## src/fragt_pkg.sv

```systemverilog
// ----------------------------------------------------------------------------
// fragt_pkg
// Shared types and constants for the IPv4 fragment tracker: the fragment
// descriptor, the result record, the slot memory word and the controller
// state encoding.
// ----------------------------------------------------------------------------
package fragt_pkg;

    localparam int ID_W    = 16;
    localparam int OFF_W   = 16;
    localparam int PLEN_W  = 16;
    localparam int TIME_W  = 32;
    localparam int LEN_W   = 17;
    localparam int KIND_W  = 3;
    localparam int PCNT_W  = 5;
    localparam int AGE_W   = 16;

    localparam logic [AGE_W-1:0]  PURGE_AGE_RESET = 16'd5000;
    localparam logic [LEN_W-1:0]  LEN_MAX         = 17'h1FFFF;
    localparam logic [PCNT_W-1:0] PCNT_MAX        = 5'd31;

    localparam logic [KIND_W-1:0] KIND_IGNORED  = 3'd0;
    localparam logic [KIND_W-1:0] KIND_PASS     = 3'd1;
    localparam logic [KIND_W-1:0] KIND_STORED   = 3'd2;
    localparam logic [KIND_W-1:0] KIND_COMPLETE = 3'd3;
    localparam logic [KIND_W-1:0] KIND_DROPPED  = 3'd4;

    typedef struct packed {
        logic              is_ipv4;
        logic [ID_W-1:0]   ip_id;
        logic [OFF_W-1:0]  frag_offset;
        logic              more_fragments;
        logic [PLEN_W-1:0] payload_length;
        logic [TIME_W-1:0] now_ms;
    } frag_desc_t;

    typedef struct packed {
        logic [KIND_W-1:0] result_kind;
        logic [ID_W-1:0]   packet_id;
        logic [LEN_W-1:0]  assembled_length;
        logic [PCNT_W-1:0] purged_count;
    } frag_result_t;

    typedef struct packed {
        logic [ID_W-1:0]   id;
        logic [LEN_W-1:0]  received;
        logic [LEN_W-1:0]  total;
        logic [TIME_W-1:0] stamp;
    } slot_entry_t;

    typedef enum logic [1:0] {
        ST_IDLE,
        ST_SCAN,
        ST_DRAIN,
        ST_FINISH
    } ctrl_state_t;

endpackage

```

## src/ipv4_fragment_tracker.sv

```systemverilog
// ----------------------------------------------------------------------------
// ipv4_fragment_tracker
// Bookkeeping for IPv4 fragment reassembly: tracks received and total length
// per identification in a slot table, reports completion and ages out idle
// slots.
//
// Channel  Direction  Handshake           Contents
// s_*      in         s_valid / s_ready   fragment descriptor
// m_*      out        m_valid / m_ready   result kind, id, length, purge count
// cfg_*    in         cfg_wr_en           purge age in milliseconds
//
// A non-IPv4 transaction goes from idle straight to the finish step. An
// IPv4 transaction scans every slot through the single read port of the
// slot memory, then passes through the drain and finish steps.
// Reset is synchronous and active low; it clears all slots and restores the
// purge age to 5000 ms. The output register lets the next transaction be
// scanned while a result waits; a stalled output holds the controller in its
// finish step.
// ----------------------------------------------------------------------------
module ipv4_fragment_tracker #(
    parameter int TABLE_ENTRIES = 16
) (
    input  logic                              aclk,
    input  logic                              aresetn,
    input  logic                              s_valid,
    output logic                              s_ready,
    input  logic                              s_is_ipv4,
    input  logic [fragt_pkg::ID_W-1:0]        s_ip_id,
    input  logic [fragt_pkg::OFF_W-1:0]       s_frag_offset,
    input  logic                              s_more_fragments,
    input  logic [fragt_pkg::PLEN_W-1:0]      s_payload_length,
    input  logic [fragt_pkg::TIME_W-1:0]      s_now_ms,
    output logic                              m_valid,
    input  logic                              m_ready,
    output logic [fragt_pkg::KIND_W-1:0]      m_result_kind,
    output logic [fragt_pkg::ID_W-1:0]        m_packet_id,
    output logic [fragt_pkg::LEN_W-1:0]       m_assembled_length,
    output logic [fragt_pkg::PCNT_W-1:0]      m_purged_count,
    input  logic                              cfg_wr_en,
    input  logic [fragt_pkg::AGE_W-1:0]       cfg_wr_data
);
    import fragt_pkg::*;

    localparam int IDX_W = (TABLE_ENTRIES > 1) ? $clog2(TABLE_ENTRIES) : 1;

    logic [AGE_W-1:0] purge_age_reg;
    logic             m_valid_reg, m_valid_next;
    frag_result_t     out_reg, out_next;

    frag_desc_t       in_desc;
    frag_result_t     res;
    logic             res_valid;
    logic             res_ready;
    logic             mem_rd_en;
    logic [IDX_W-1:0] mem_rd_addr;
    slot_entry_t      mem_rd_data;
    logic             mem_wr_en;
    logic [IDX_W-1:0] mem_wr_addr;
    slot_entry_t      mem_wr_data;

    assign in_desc = '{is_ipv4: s_is_ipv4, ip_id: s_ip_id, frag_offset: s_frag_offset,
                       more_fragments: s_more_fragments, payload_length: s_payload_length,
                       now_ms: s_now_ms};

    assign res_ready = !m_valid_reg || m_ready;

    fragt_ctrl #(
        .TABLE_ENTRIES (TABLE_ENTRIES),
        .IDX_W         (IDX_W)
    ) u_ctrl (
        .aclk         (aclk),
        .aresetn      (aresetn),
        .in_valid     (s_valid),
        .in_ready     (s_ready),
        .in_desc      (in_desc),
        .purge_age_ms (purge_age_reg),
        .res_valid    (res_valid),
        .res_ready    (res_ready),
        .res          (res),
        .mem_rd_en    (mem_rd_en),
        .mem_rd_addr  (mem_rd_addr),
        .mem_rd_data  (mem_rd_data),
        .mem_wr_en    (mem_wr_en),
        .mem_wr_addr  (mem_wr_addr),
        .mem_wr_data  (mem_wr_data)
    );

    fragt_slot_mem #(
        .DEPTH (TABLE_ENTRIES),
        .IDX_W (IDX_W)
    ) u_slot_mem (
        .aclk    (aclk),
        .wr_en   (mem_wr_en),
        .wr_addr (mem_wr_addr),
        .wr_data (mem_wr_data),
        .rd_en   (mem_rd_en),
        .rd_addr (mem_rd_addr),
        .rd_data (mem_rd_data)
    );

    always_comb begin
        m_valid_next = m_valid_reg;
        out_next     = out_reg;
        if (m_valid_reg && m_ready) begin
            m_valid_next = 1'b0;
        end
        if (res_valid && res_ready) begin
            m_valid_next = 1'b1;
            out_next     = res;
        end
    end

    always_ff @(posedge aclk) begin
        if (!aresetn) begin
            purge_age_reg <= PURGE_AGE_RESET;
            m_valid_reg   <= 1'b0;
        end else begin
            if (cfg_wr_en) begin
                purge_age_reg <= cfg_wr_data;
            end
            m_valid_reg <= m_valid_next;
        end
    end

    always_ff @(posedge aclk) begin
        out_reg <= out_next;
    end

    assign m_valid            = m_valid_reg;
    assign m_result_kind      = out_reg.result_kind;
    assign m_packet_id        = out_reg.packet_id;
    assign m_assembled_length = out_reg.assembled_length;
    assign m_purged_count     = out_reg.purged_count;

endmodule

```

## src/fragt_slot_mem.sv

```systemverilog
// ----------------------------------------------------------------------------
// fragt_slot_mem
// Slot memory holding id, received count, total length and timestamp of each
// reassembly slot. One write port and one read port with registered data.
// ----------------------------------------------------------------------------
module fragt_slot_mem #(
    parameter int DEPTH = 16,
    parameter int IDX_W = 4
) (
    input  logic                     aclk,
    input  logic                     wr_en,
    input  logic [IDX_W-1:0]         wr_addr,
    input  fragt_pkg::slot_entry_t   wr_data,
    input  logic                     rd_en,
    input  logic [IDX_W-1:0]         rd_addr,
    output fragt_pkg::slot_entry_t   rd_data
);
    import fragt_pkg::*;

    slot_entry_t slot_mem_reg [DEPTH];
    slot_entry_t rd_data_reg;

    always_ff @(posedge aclk) begin
        if (wr_en) begin
            slot_mem_reg[wr_addr] <= wr_data;
        end
        if (rd_en) begin
            rd_data_reg <= slot_mem_reg[rd_addr];
        end
    end

    assign rd_data = rd_data_reg;

endmodule

```

## src/fragt_ctrl.sv

```systemverilog
// ----------------------------------------------------------------------------
// fragt_ctrl
// Controller of the fragment tracker. Scans the slot memory once per IPv4
// transaction to find the matching or first free slot and the aged slots,
// then writes the updated slot back if the fragment is stored and presents one result.
// ----------------------------------------------------------------------------
module fragt_ctrl #(
    parameter int TABLE_ENTRIES = 16,
    parameter int IDX_W         = 4
) (
    input  logic                              aclk,
    input  logic                              aresetn,
    input  logic                              in_valid,
    output logic                              in_ready,
    input  fragt_pkg::frag_desc_t             in_desc,
    input  logic [fragt_pkg::AGE_W-1:0]       purge_age_ms,
    output logic                              res_valid,
    input  logic                              res_ready,
    output fragt_pkg::frag_result_t           res,
    output logic                              mem_rd_en,
    output logic [IDX_W-1:0]                  mem_rd_addr,
    input  fragt_pkg::slot_entry_t            mem_rd_data,
    output logic                              mem_wr_en,
    output logic [IDX_W-1:0]                  mem_wr_addr,
    output fragt_pkg::slot_entry_t            mem_wr_data
);
    import fragt_pkg::*;

    localparam int CNT_W = $clog2(TABLE_ENTRIES + 1);
    localparam logic [IDX_W-1:0] LAST_IDX = IDX_W'(TABLE_ENTRIES - 1);

    ctrl_state_t state_reg, state_next;
    frag_desc_t  desc_reg, desc_next;
    logic [IDX_W-1:0] scan_idx_reg, scan_idx_next;
    logic             pend_valid_reg, pend_valid_next;
    logic [IDX_W-1:0] pend_idx_reg, pend_idx_next;
    logic [TABLE_ENTRIES-1:0] slot_valid_reg, slot_valid_next;
    logic [TABLE_ENTRIES-1:0] cand_reg, cand_next;
    logic [CNT_W-1:0] cnt_reg, cnt_next;
    logic             hit_found_reg, hit_found_next;
    logic [IDX_W-1:0] hit_idx_reg, hit_idx_next;
    logic             hit_cand_reg, hit_cand_next;
    logic [LEN_W-1:0] hit_rcv_reg, hit_rcv_next;
    logic [LEN_W-1:0] hit_tot_reg, hit_tot_next;
    logic             free_found_reg, free_found_next;
    logic [IDX_W-1:0] free_idx_reg, free_idx_next;

    logic              in_fire;
    logic              finish_fire;
    logic              entry_valid;
    logic [TIME_W-1:0] entry_age;
    logic              entry_old;
    logic              is_frag;
    logic              stored;
    logic [IDX_W-1:0]  slot_idx;
    logic [LEN_W-1:0]  base_rcv;
    logic [LEN_W-1:0]  base_tot;
    logic [LEN_W:0]    rcv_sum;
    logic [LEN_W-1:0]  new_rcv;
    logic [LEN_W-1:0]  new_tot;
    logic              complete;
    logic              hit_keep;
    logic [TABLE_ENTRIES-1:0] cand_eff;
    logic [CNT_W-1:0]  cnt_eff;
    logic [KIND_W-1:0] kind;

    assign in_fire     = in_valid && in_ready;
    assign finish_fire = (state_reg == ST_FINISH) && res_ready;

    assign entry_valid = slot_valid_reg[pend_idx_reg];
    assign entry_age   = desc_reg.now_ms - mem_rd_data.stamp;
    assign entry_old   = entry_age > TIME_W'(purge_age_ms);

    assign is_frag  = (desc_reg.frag_offset != '0) || desc_reg.more_fragments;
    assign stored   = is_frag && (hit_found_reg || free_found_reg);
    assign slot_idx = hit_found_reg ? hit_idx_reg : free_idx_reg;
    assign base_rcv = hit_found_reg ? hit_rcv_reg : '0;
    assign base_tot = hit_found_reg ? hit_tot_reg : '0;
    assign rcv_sum  = {1'b0, base_rcv} + (LEN_W + 1)'(desc_reg.payload_length);
    assign new_rcv  = rcv_sum[LEN_W] ? LEN_MAX : rcv_sum[LEN_W-1:0];
    assign new_tot  = desc_reg.more_fragments ? base_tot
                    : LEN_W'(desc_reg.frag_offset) + LEN_W'(desc_reg.payload_length);
    assign complete = (new_tot != '0) && (new_tot == new_rcv);
    assign hit_keep = stored && hit_found_reg;
    assign cand_eff = hit_keep ? (cand_reg & ~(TABLE_ENTRIES'(1) << hit_idx_reg)) : cand_reg;
    assign cnt_eff  = cnt_reg - CNT_W'(hit_keep && hit_cand_reg);

    always_comb begin
        if (!desc_reg.is_ipv4) begin
            kind = KIND_IGNORED;
        end else if (!is_frag) begin
            kind = KIND_PASS;
        end else if (!stored) begin
            kind = KIND_DROPPED;
        end else if (complete) begin
            kind = KIND_COMPLETE;
        end else begin
            kind = KIND_STORED;
        end
    end

    always_comb begin
        state_next = state_reg;
        case (state_reg)
            ST_IDLE: begin
                if (in_fire) begin
                    state_next = in_desc.is_ipv4 ? ST_SCAN : ST_FINISH;
                end
            end
            ST_SCAN: begin
                if (scan_idx_reg == LAST_IDX) begin
                    state_next = ST_DRAIN;
                end
            end
            ST_DRAIN: begin
                state_next = ST_FINISH;
            end
            ST_FINISH: begin
                if (res_ready) begin
                    state_next = ST_IDLE;
                end
            end
            default: begin
                state_next = ST_IDLE;
            end
        endcase
    end

    always_comb begin
        in_ready    = (state_reg == ST_IDLE);
        mem_rd_en   = (state_reg == ST_SCAN);
        mem_rd_addr = scan_idx_reg;
        res_valid   = (state_reg == ST_FINISH);
        mem_wr_en   = finish_fire && stored;
        mem_wr_addr = slot_idx;
        mem_wr_data = '{id: desc_reg.ip_id, received: new_rcv, total: new_tot,
                        stamp: desc_reg.now_ms};
        res = '0;
        res.result_kind = kind;
        if (desc_reg.is_ipv4) begin
            res.packet_id        = desc_reg.ip_id;
            res.assembled_length = (kind == KIND_COMPLETE) ? new_rcv : '0;
            res.purged_count     = (32'(cnt_eff) > 32'(PCNT_MAX)) ? PCNT_MAX
                                                                   : PCNT_W'(cnt_eff);
        end
    end

    always_comb begin
        desc_next       = desc_reg;
        scan_idx_next   = scan_idx_reg;
        pend_valid_next = (state_reg == ST_SCAN);
        pend_idx_next   = scan_idx_reg;
        slot_valid_next = slot_valid_reg;
        cand_next       = cand_reg;
        cnt_next        = cnt_reg;
        hit_found_next  = hit_found_reg;
        hit_idx_next    = hit_idx_reg;
        hit_cand_next   = hit_cand_reg;
        hit_rcv_next    = hit_rcv_reg;
        hit_tot_next    = hit_tot_reg;
        free_found_next = free_found_reg;
        free_idx_next   = free_idx_reg;

        if (in_fire) begin
            desc_next       = in_desc;
            scan_idx_next   = '0;
            cand_next       = '0;
            cnt_next        = '0;
            hit_found_next  = 1'b0;
            free_found_next = 1'b0;
        end

        if (state_reg == ST_SCAN && scan_idx_reg != LAST_IDX) begin
            scan_idx_next = scan_idx_reg + IDX_W'(1);
        end

        if (pend_valid_reg) begin
            if (entry_valid) begin
                if (!hit_found_reg && mem_rd_data.id == desc_reg.ip_id) begin
                    hit_found_next = 1'b1;
                    hit_idx_next   = pend_idx_reg;
                    hit_cand_next  = entry_old;
                    hit_rcv_next   = mem_rd_data.received;
                    hit_tot_next   = mem_rd_data.total;
                end
                if (entry_old) begin
                    cand_next[pend_idx_reg] = 1'b1;
                    cnt_next                = cnt_reg + CNT_W'(1);
                end
            end else if (!free_found_reg) begin
                free_found_next = 1'b1;
                free_idx_next   = pend_idx_reg;
            end
        end

        if (finish_fire && desc_reg.is_ipv4) begin
            slot_valid_next = slot_valid_reg & ~cand_eff;
            if (stored) begin
                slot_valid_next[slot_idx] = !complete;
            end
        end
    end

    always_ff @(posedge aclk) begin
        if (!aresetn) begin
            state_reg      <= ST_IDLE;
            pend_valid_reg <= 1'b0;
            slot_valid_reg <= '0;
        end else begin
            state_reg      <= state_next;
            pend_valid_reg <= pend_valid_next;
            slot_valid_reg <= slot_valid_next;
        end
    end

    always_ff @(posedge aclk) begin
        desc_reg       <= desc_next;
        scan_idx_reg   <= scan_idx_next;
        pend_idx_reg   <= pend_idx_next;
        cand_reg       <= cand_next;
        cnt_reg        <= cnt_next;
        hit_found_reg  <= hit_found_next;
        hit_idx_reg    <= hit_idx_next;
        hit_cand_reg   <= hit_cand_next;
        hit_rcv_reg    <= hit_rcv_next;
        hit_tot_reg    <= hit_tot_next;
        free_found_reg <= free_found_next;
        free_idx_reg   <= free_idx_next;
    end

`ifndef SYNTH
    a_write_only_at_finish: assert property (@(posedge aclk) disable iff (!aresetn)
        mem_wr_en |-> (state_reg == ST_FINISH) && res_ready)
        else $error("slot memory written outside the finish step");

    a_finish_returns_idle: assert property (@(posedge aclk) disable iff (!aresetn)
        finish_fire |=> (state_reg == ST_IDLE))
        else $error("controller did not return to idle after a result");

    a_accept_leaves_idle: assert property (@(posedge aclk) disable iff (!aresetn)
        in_fire |=> (state_reg == ST_SCAN) || (state_reg == ST_FINISH))
        else $error("accepted transaction did not start processing");

    a_complete_has_length: assert property (@(posedge aclk) disable iff (!aresetn)
        (res_valid && res.result_kind == KIND_COMPLETE) |-> (res.assembled_length != '0))
        else $error("completed packet reported with zero length");

    a_no_read_during_write: assert property (@(posedge aclk) disable iff (!aresetn)
        !(mem_rd_en && mem_wr_en))
        else $error("slot memory read and written in the same cycle");
`endif

endmodule

```

## config.mk

```make
export PLATFORM = sky130hd
export DESIGN_NAME = ipv4_fragment_tracker
export DESIGN_NICKNAME = d
export VERILOG_FILES = /design/src/fragt_pkg.sv /design/src/ipv4_fragment_tracker.sv /design/src/fragt_slot_mem.sv /design/src/fragt_ctrl.sv
export SDC_FILE = /design/constraint.sdc
export NUM_CORES = 2
export LEC_CHECK = 0
export BUFFER_PORTS_ARGS = -buffer_cell sky130_fd_sc_hd__buf_4
export CELL_PAD_IN_SITES_DETAIL_PLACEMENT = 0
export CELL_PAD_IN_SITES_GLOBAL_PLACEMENT = 1
export CORE_AREA = 2 2 408 410
export DETAILED_ROUTE_END_ITERATION = 10
export DIE_AREA = 0 0 410 412
export HOLD_SLACK_MARGIN = 0.03
export PLACE_DENSITY = 0.68
export SLEW_MARGIN = 40
export SYNTH_ARGS = -nofsm -noshare
export SYNTH_HDL_FRONTEND = slang
export SYNTH_HIERARCHICAL = 1
export SYNTH_SLANG_ARGS = --single-unit
export TNS_END_PERCENT = 1
```

## constraint.sdc

```tcl
create_clock -name aclk -period 9.25 [get_ports aclk]
set_input_delay 1.3875 -clock aclk [delete_from_list [all_inputs] [get_ports aclk]]
set_output_delay 1.3875 -clock aclk [all_outputs]
set_load 0.1 [all_outputs]
```

Yosys cells after proc, flatten, opt, wreduce, memory -nomap -nowiden
Memory sizes are Yosys's and may differ from the RTL's. A register that Yosys moved wholly into a read port is not among the register bits.
Index checks and enable logic that the tools add are counted.
- $add $sub $neg: 6
- multiply operators: 0
- div/mod/pow operators: 0
- magnitude comparators: 5
- eq/ne operators: 11
- shift operators: 1
- muxes and demuxes: 45
- bitwise operators: 7
- reduce and logical (&&, ||, !) cells: 28
- operators by type and width (kind ; number):
    two-way mux 16 bit ; 6
    two-way mux 17 bit ; 4
    AND 16 bit ; 2
    > comparator 32 x 16 -> 1 bit ; 1
    inverter 16 bit ; 2
    subtractor 32 bit ; 1
    two-way mux 5 bit ; 4
    adder 17 x 16 -> 18 bit ; 1
    adder 16 x 16 -> 17 bit ; 1
    equality test 17 bit ; 1
    nonzero test 17 bit ; 1
    bitwise mux 16 bit ; 1
    equality test 16 bit ; 1
    two-way mux 1 bit ; 16
    OR 16 bit ; 1
    nonzero test 16 bit ; 1
    left shift 1 x 4 -> 16 bit (first input constant) ; 1
    logical AND 1 bit ; 13
    two-way mux 4 bit ; 3
    less-than comparator 4 x 5 -> 1 bit (second input constant) ; 2
    two-way mux 3 bit ; 3
    AND reduction 3 bit ; 3
    demux 1 bit (select 4 bit) ; 2
    >= comparator 4 x 1 -> 1 bit (second input constant) ; 2
    other kinds (19) ; 30
- register bits after elaboration: 233
- bits in latches: 0
- bits in writable memories: 1312
- memory bits (read-only): 0
- input bits: 103
- memories: 1
- memories (name ; depth ; bits a word ; read ports ; clocked after Yosys merged registers in ; write ports ; RTL line ; RTL):
    u_slot_mem.slot_mem_reg ; 16 ; 82 ; 1 ; 1 ; 1 ; fragt_slot_mem.sv:20 ; slot_entry_t slot_mem_reg [DEPTH];

Longest topological paths before layout
- depth in word-level cells: 11
- gate-level depth with buffers: 22
- gate-level depth less buffers: 21

By module
The synthesis kept the hierarchy.
- modules (own cells, without submodules) (module ; times used ; cells each ; area an instance (um^2)):
    fragt_slot_mem ; 1 ; 2103 ; 51503.1
    fragt_ctrl ; 1 ; 1254 ; 12146.6
    ipv4_fragment_tracker ; 1 ; 97 ; 1878.1

Worst setup path before layout
Ideal clock, no wire load.
- path type: input-to-reg
- start point: input port m_ready
- end point: memory u_slot_mem/slot_mem_reg[0][0] (netlist bit), enable pin
- library setup time: 0.623 ns
- arrival time: 7.828 ns
- path slack: 0.799 ns
- cell stages on the path: 4
- cell sequence: nand2b_1 and3_1 or3b_2 nor3_1
- cells in the longest elaborated chain, start to end: 5
- ends and longest elaborated chain (what ; RTL line ; RTL):
    start, declared ; ipv4_fragment_tracker.sv:34 ; input logic m_ready,
    logical OR 1 bit ; ipv4_fragment_tracker.sv:65 ; assign res_ready = !m_valid_reg || m_ready;
    logical AND 1 bit ; fragt_ctrl.sv:68 ; assign finish_fire = (state_reg == ST_FINISH) && res_ready;
    logical AND 1 bit ; fragt_ctrl.sv:134 ; mem_wr_en = finish_fire && stored;
    named net mem_wr_en ; ipv4_fragment_tracker.sv:57 ; logic mem_wr_en;
    two-way mux 1 bit ; fragt_slot_mem.sv:24 ; if (wr_en) begin
    two-way mux 1 bit (implied by the code) ; fragt_slot_mem.sv:25 ; slot_mem_reg[wr_addr] <= wr_data;
    end, declared ; fragt_slot_mem.sv:20 ;
The timed path passes the listed nets, and every way through them passes these cells.

Worst setup path after layout
- start point: register u_ctrl.desc_reg (netlist bit u_ctrl/mem_wr_data[0])
- end point: register u_ctrl.cand_reg[6]
- cells in the longest elaborated chain, start to end: 5
- ends and longest elaborated chain (what ; RTL line ; RTL):
    start, declared ; fragt_ctrl.sv:33 ; frag_desc_t desc_reg, desc_next;
    start signal, assigned ; fragt_ctrl.sv:217 ; desc_reg <= desc_next;
    subtractor 32 bit ; fragt_ctrl.sv:71 ; assign entry_age = desc_reg.now_ms - mem_rd_data.stamp;
    > comparator 32 x 16 -> 1 bit ; fragt_ctrl.sv:72 ; assign entry_old = entry_age > TIME_W'(purge_age_ms);
    two-way mux 16 bit ; fragt_ctrl.sv:186 ; if (entry_old) begin
    two-way mux 16 bit ; fragt_ctrl.sv:178 ; if (entry_valid) begin
    two-way mux 16 bit ; fragt_ctrl.sv:177 ; if (pend_valid_reg) begin
    named net u_ctrl.cand_next[6] ; fragt_ctrl.sv:38 ; logic [TABLE_ENTRIES-1:0] cand_reg, cand_next;
    end signal, assigned ; fragt_ctrl.sv:220 ; cand_reg <= cand_next;
    end, declared ; fragt_ctrl.sv:38 ;
The timed path passes the listed nets, and every way through them passes these cells.
A chain may end at the register's enable or synchronous reset.

==> summary.txt <==
CTS
  • Post-CTS Setup Inserts: 0
  • TritonCTS clock tree: yes
  • Hold Buf Count CTS: 0
  • Clock sinks: 1627
  • Clk_lat worst skew: 820 ps
  • Clk slew on worst S/H paths: 60 ps
  • Clock buffer depth: 3
  • Number of buffers created by CTS: 167
  • CTS resizes: 0
  • Clock root buffer: clkbuf_16
  • H-tree depth: 4

Timing
  • Final min period: 5780 ps
  • Final period util: 0.625
  • Max Slew Vio Count: 0
  • RSZ-0062 raised after global routing: false
  • Relative slew slack: 0.415
  • Final Hold Viols: 0
  • Total negative setup slack: 0 ps
  • Tightest Pin Transition: 877 ps
  • Hold WS: 393 ps
  • Final setup viols: 0
  • Worst Skew: 55.2 ps
  • Peak Freq: 173 MHz

Routing
  • Final wirelength: 161000 um
  • Vias/cell: 5.63
  • DRT Pass-1 Iters: 7
  • Total number of vias: 33611
  • DR WL/cell: 26.9 um
  • Routed Antenna Nets: 0
  • DRC Markers: 0
  • Detailed Route Iter0 Violations: 3335

Die
  • Die width: 410 um
  • Io pins: 146
  • Core Rows: 149
  • Starting Density: 0.399
  • Die height: 412 um
  • Core footprint: 164000 um^2
  • Full die area: 169000 um^2

Global route
  • Grt met1 use: 0.267
  • GRT met3 Usage: 0.0289
  • Initial antenna violation count: 5
  • Number of global-route vias before repair: 33486
  • Global route hottest layer: met2
  • Largest net degree at the start of global routing: 83
  • First-pass GRT wire length: 233000 um
  • GRT Util Overall: 0.189
  • GRT overflow: 0
  • Met2 Resource Use GR: 0.309

Critical path
  • Critical path data required time: 9930 ps
  • CP top delay family: simple AND/OR/NAND/NOR gates
  • CP Buf/Inv Count: 3
  • Top cell by count, worst path: nor2_1
  • Crit path depth: 20
  • Worst Path Arrival: 6470 ps
  • Flop2flop setup slack: 3470 ps
  • Critical Path Fanout Max: 21
  • Critical Path Sink Type: flop
  • Slowest-stage cell, CP: edfxtp_1
  • CP Launch Type: flop
  • R2R cell count: 20
  • CP max stage delay: 580 ps
  • Crit path kind: reg -> reg
  • CP cell instances: inv_1 -> ha_1 -> inv_1 -> fa_1 -> a21o_1 -> a221o_1 -> a211oi_2 -> nor2_1 -> nor2_1 -> xnor2_1 -> ha_1 -> nand4_1 -> nor4_1 -> a22oi_1 -> or4_1 -> nor4b_1 -> and4_1 -> nor2_1 -> buf_4 -> a32o_1

Pwr
  • Combinational Power Share: 0.268
  • Power share of the sequential group: 0.428
  • Switching Share: 0.309
  • Clock share of power: 0.304
  • P_sw: 6700 uW
  • Leakage dissipation: 0.0242 uW
  • Pint: 15000 uW
  • Cell Pwr Density: 290 nW/um^2
  • Peak VDD IR: 276 uV

Logic synthesis
  • Post-Syn Instances: 3454
  • Sequential-to-total area share from yosys stat: 0.736
  • Yosys warning count: 6
  • Leading area contributor after synthesis: edfxtp_1
  • Synth top area share: 0.717
  • Yosys cell types: 85
  • Ys flop type: edfxtp_1
  • Post-Syn Area: 65500 um^2
  • Async SR Flop Fraction: 0
  • Post-synth EDFFs: 1564
  • Top post-synthesis cells by area: edfxtp_1 (72%), mux4_2 (11%), a22oi_1 (2.0%)
  • Seq cells post-synth: 1627
  • Syn nets: 3647
  • Syn_area_per_cell: 19.0 um^2

Cells and area
  • Area delta synth->final: 14.0%
  • Util after Layout: 0.455
  • Cell Count, Final, Fillers Out: 5965
  • Layout cell share with drive strength beyond 1: 0.228
  • Largest register FFs: 1312
  • Final instance area: 74700 um^2
  • Nets: 3829

Status
  • Outcome: complete, no violations

Placed design
  • Placed wire-length estimate: 85200 um
  • Dpl cell area: 69200 um^2
  • RD Place Congestion: 0.853
  • Buffers on Ports: 145
  • Placed Cells incl. Taps: 5655

Worst hold path
  • Worst hold stages: 0
  • Hold Path Class: reg -> reg

Flow run
  • Max_cap viols: 0
==> cell usage in the layout (no fill, tap or decap), types with 16 or more instances in the layout <==
cell,count
a21o_1,23
nor2b_1,27
nand4_1,20
a21oi_1,65
xor2_1,46
edfxtp_1,1564
clkbuf_1,37
o21ai_0,58
and3_1,18
mux2i_1,30
buf_4,182
a31o_2,18
nand2b_1,17
a32o_1,28
nor3b_1,16
inv_1,82
nor2_1,64
and2_1,45
xnor2_1,28
nand3_1,28
mux4_2,333
a22oi_1,172
nand2_1,181
clkbuf_16,167
clkinv_1,36
ha_1,86
dfxtp_1,63
clkinv_2,26
nor3_1,29
==> power by group through the flow <==
stage,Combinational [uW],Clock (uW),Sequential (uW)
after floorplan,4240,0,9330
after global placement,5760,0,9430
final,5810,6600,9280
after detailed placement,5840,0,9440
after global routing,6320,7010,9330
after CTS,5870,6730,9300
==> Yosys cell counts (29+ instances only) <==
library cell  number
edfxtp_1        1564
nor3_1            33
and2_1            47
mux2i_1           30
mux4_2           333
nor2_1            78
nor2b_1           29
buf_4             66
nand2_1          182
a22oi_1          172
a32o_1            29
clkbuf_1          73
xor2_1            46
ha_1              87
inv_1             83
dfxtp_1           63
a21oi_1           65
o21ai_0           62
==> through the flow <==
stage	total power [uW]	setup slack, ps
floorplan	13600	799
global placement	15200	3490
detailed placement	15300	3540
CTS	21900	3510
global route	22700	3070
finish	21700	3470
==> cell type report <==
cell class	count	area, um^2
Timing Repair Buffer	217	2000
Antenna cell	1	2.50
Tap cell	2189	2740
Clock buffer	205	4330
Clock inverter	103	1100
Multi-Input combinational cell	1539	16000
Inverter	84	320
Fill cell	13840	89600
Sequential cell	1627	48200
==> worst reg2reg max path, cell delays in order (launching register included) <==
cell	delay, ps
edfxtp_1	580
inv_1	140
ha_1	200
inv_1	60
fa_1	410
a21o_1	200
a221o_1	420
a211oi_2	420
nor2_1	90
nor2_1	130
xnor2_1	80
ha_1	310
nand4_1	140
nor4_1	400
a22oi_1	240
or4_1	570
nor4b_1	290
and4_1	450
nor2_1	70
buf_4	220
a32o_1	270
==> cells by family (layout without fill, tap and decap cells) <==
group	count (synthesis)	count (layout)	share of synthesized area
flops	1627	1627	0.736
simple gates	527	527	0.0408
mux	365	365	0.119
other cells	0	1	0
compound gates	483	483	0.0534
buf+inv	288	609	0.0230
xor+xnor	74	74	0.00989
fa+ha+maj	90	90	0.0175
==> per-layer routing <==
metal	wire length, um	part of all wire	vias up
li1	-	-	14447
met4	2780	0.017	4
met1	70400	0.44	17965
met5	27	0.00017	-
met3	8780	0.055	195
met2	78500	0.49	1000
==> path summary, 6_finish.rpt <==
check,startpoint,to
min reg2reg,u_slot_mem/rd_data[40]$_DFFE_PP_,u_ctrl/hit_tot_reg[8]$_DFFE_PP_
max,u_ctrl/mem_wr_data[0]$_DFFE_PP_,u_ctrl/cand_reg[6]$_DFF_P_
max reg2reg,u_ctrl/mem_wr_data[0]$_DFFE_PP_,u_ctrl/cand_reg[6]$_DFF_P_
min,u_slot_mem/rd_data[40]$_DFFE_PP_,u_ctrl/hit_tot_reg[8]$_DFFE_PP_
No activity file was read; power rests on OpenSTA's default activity.
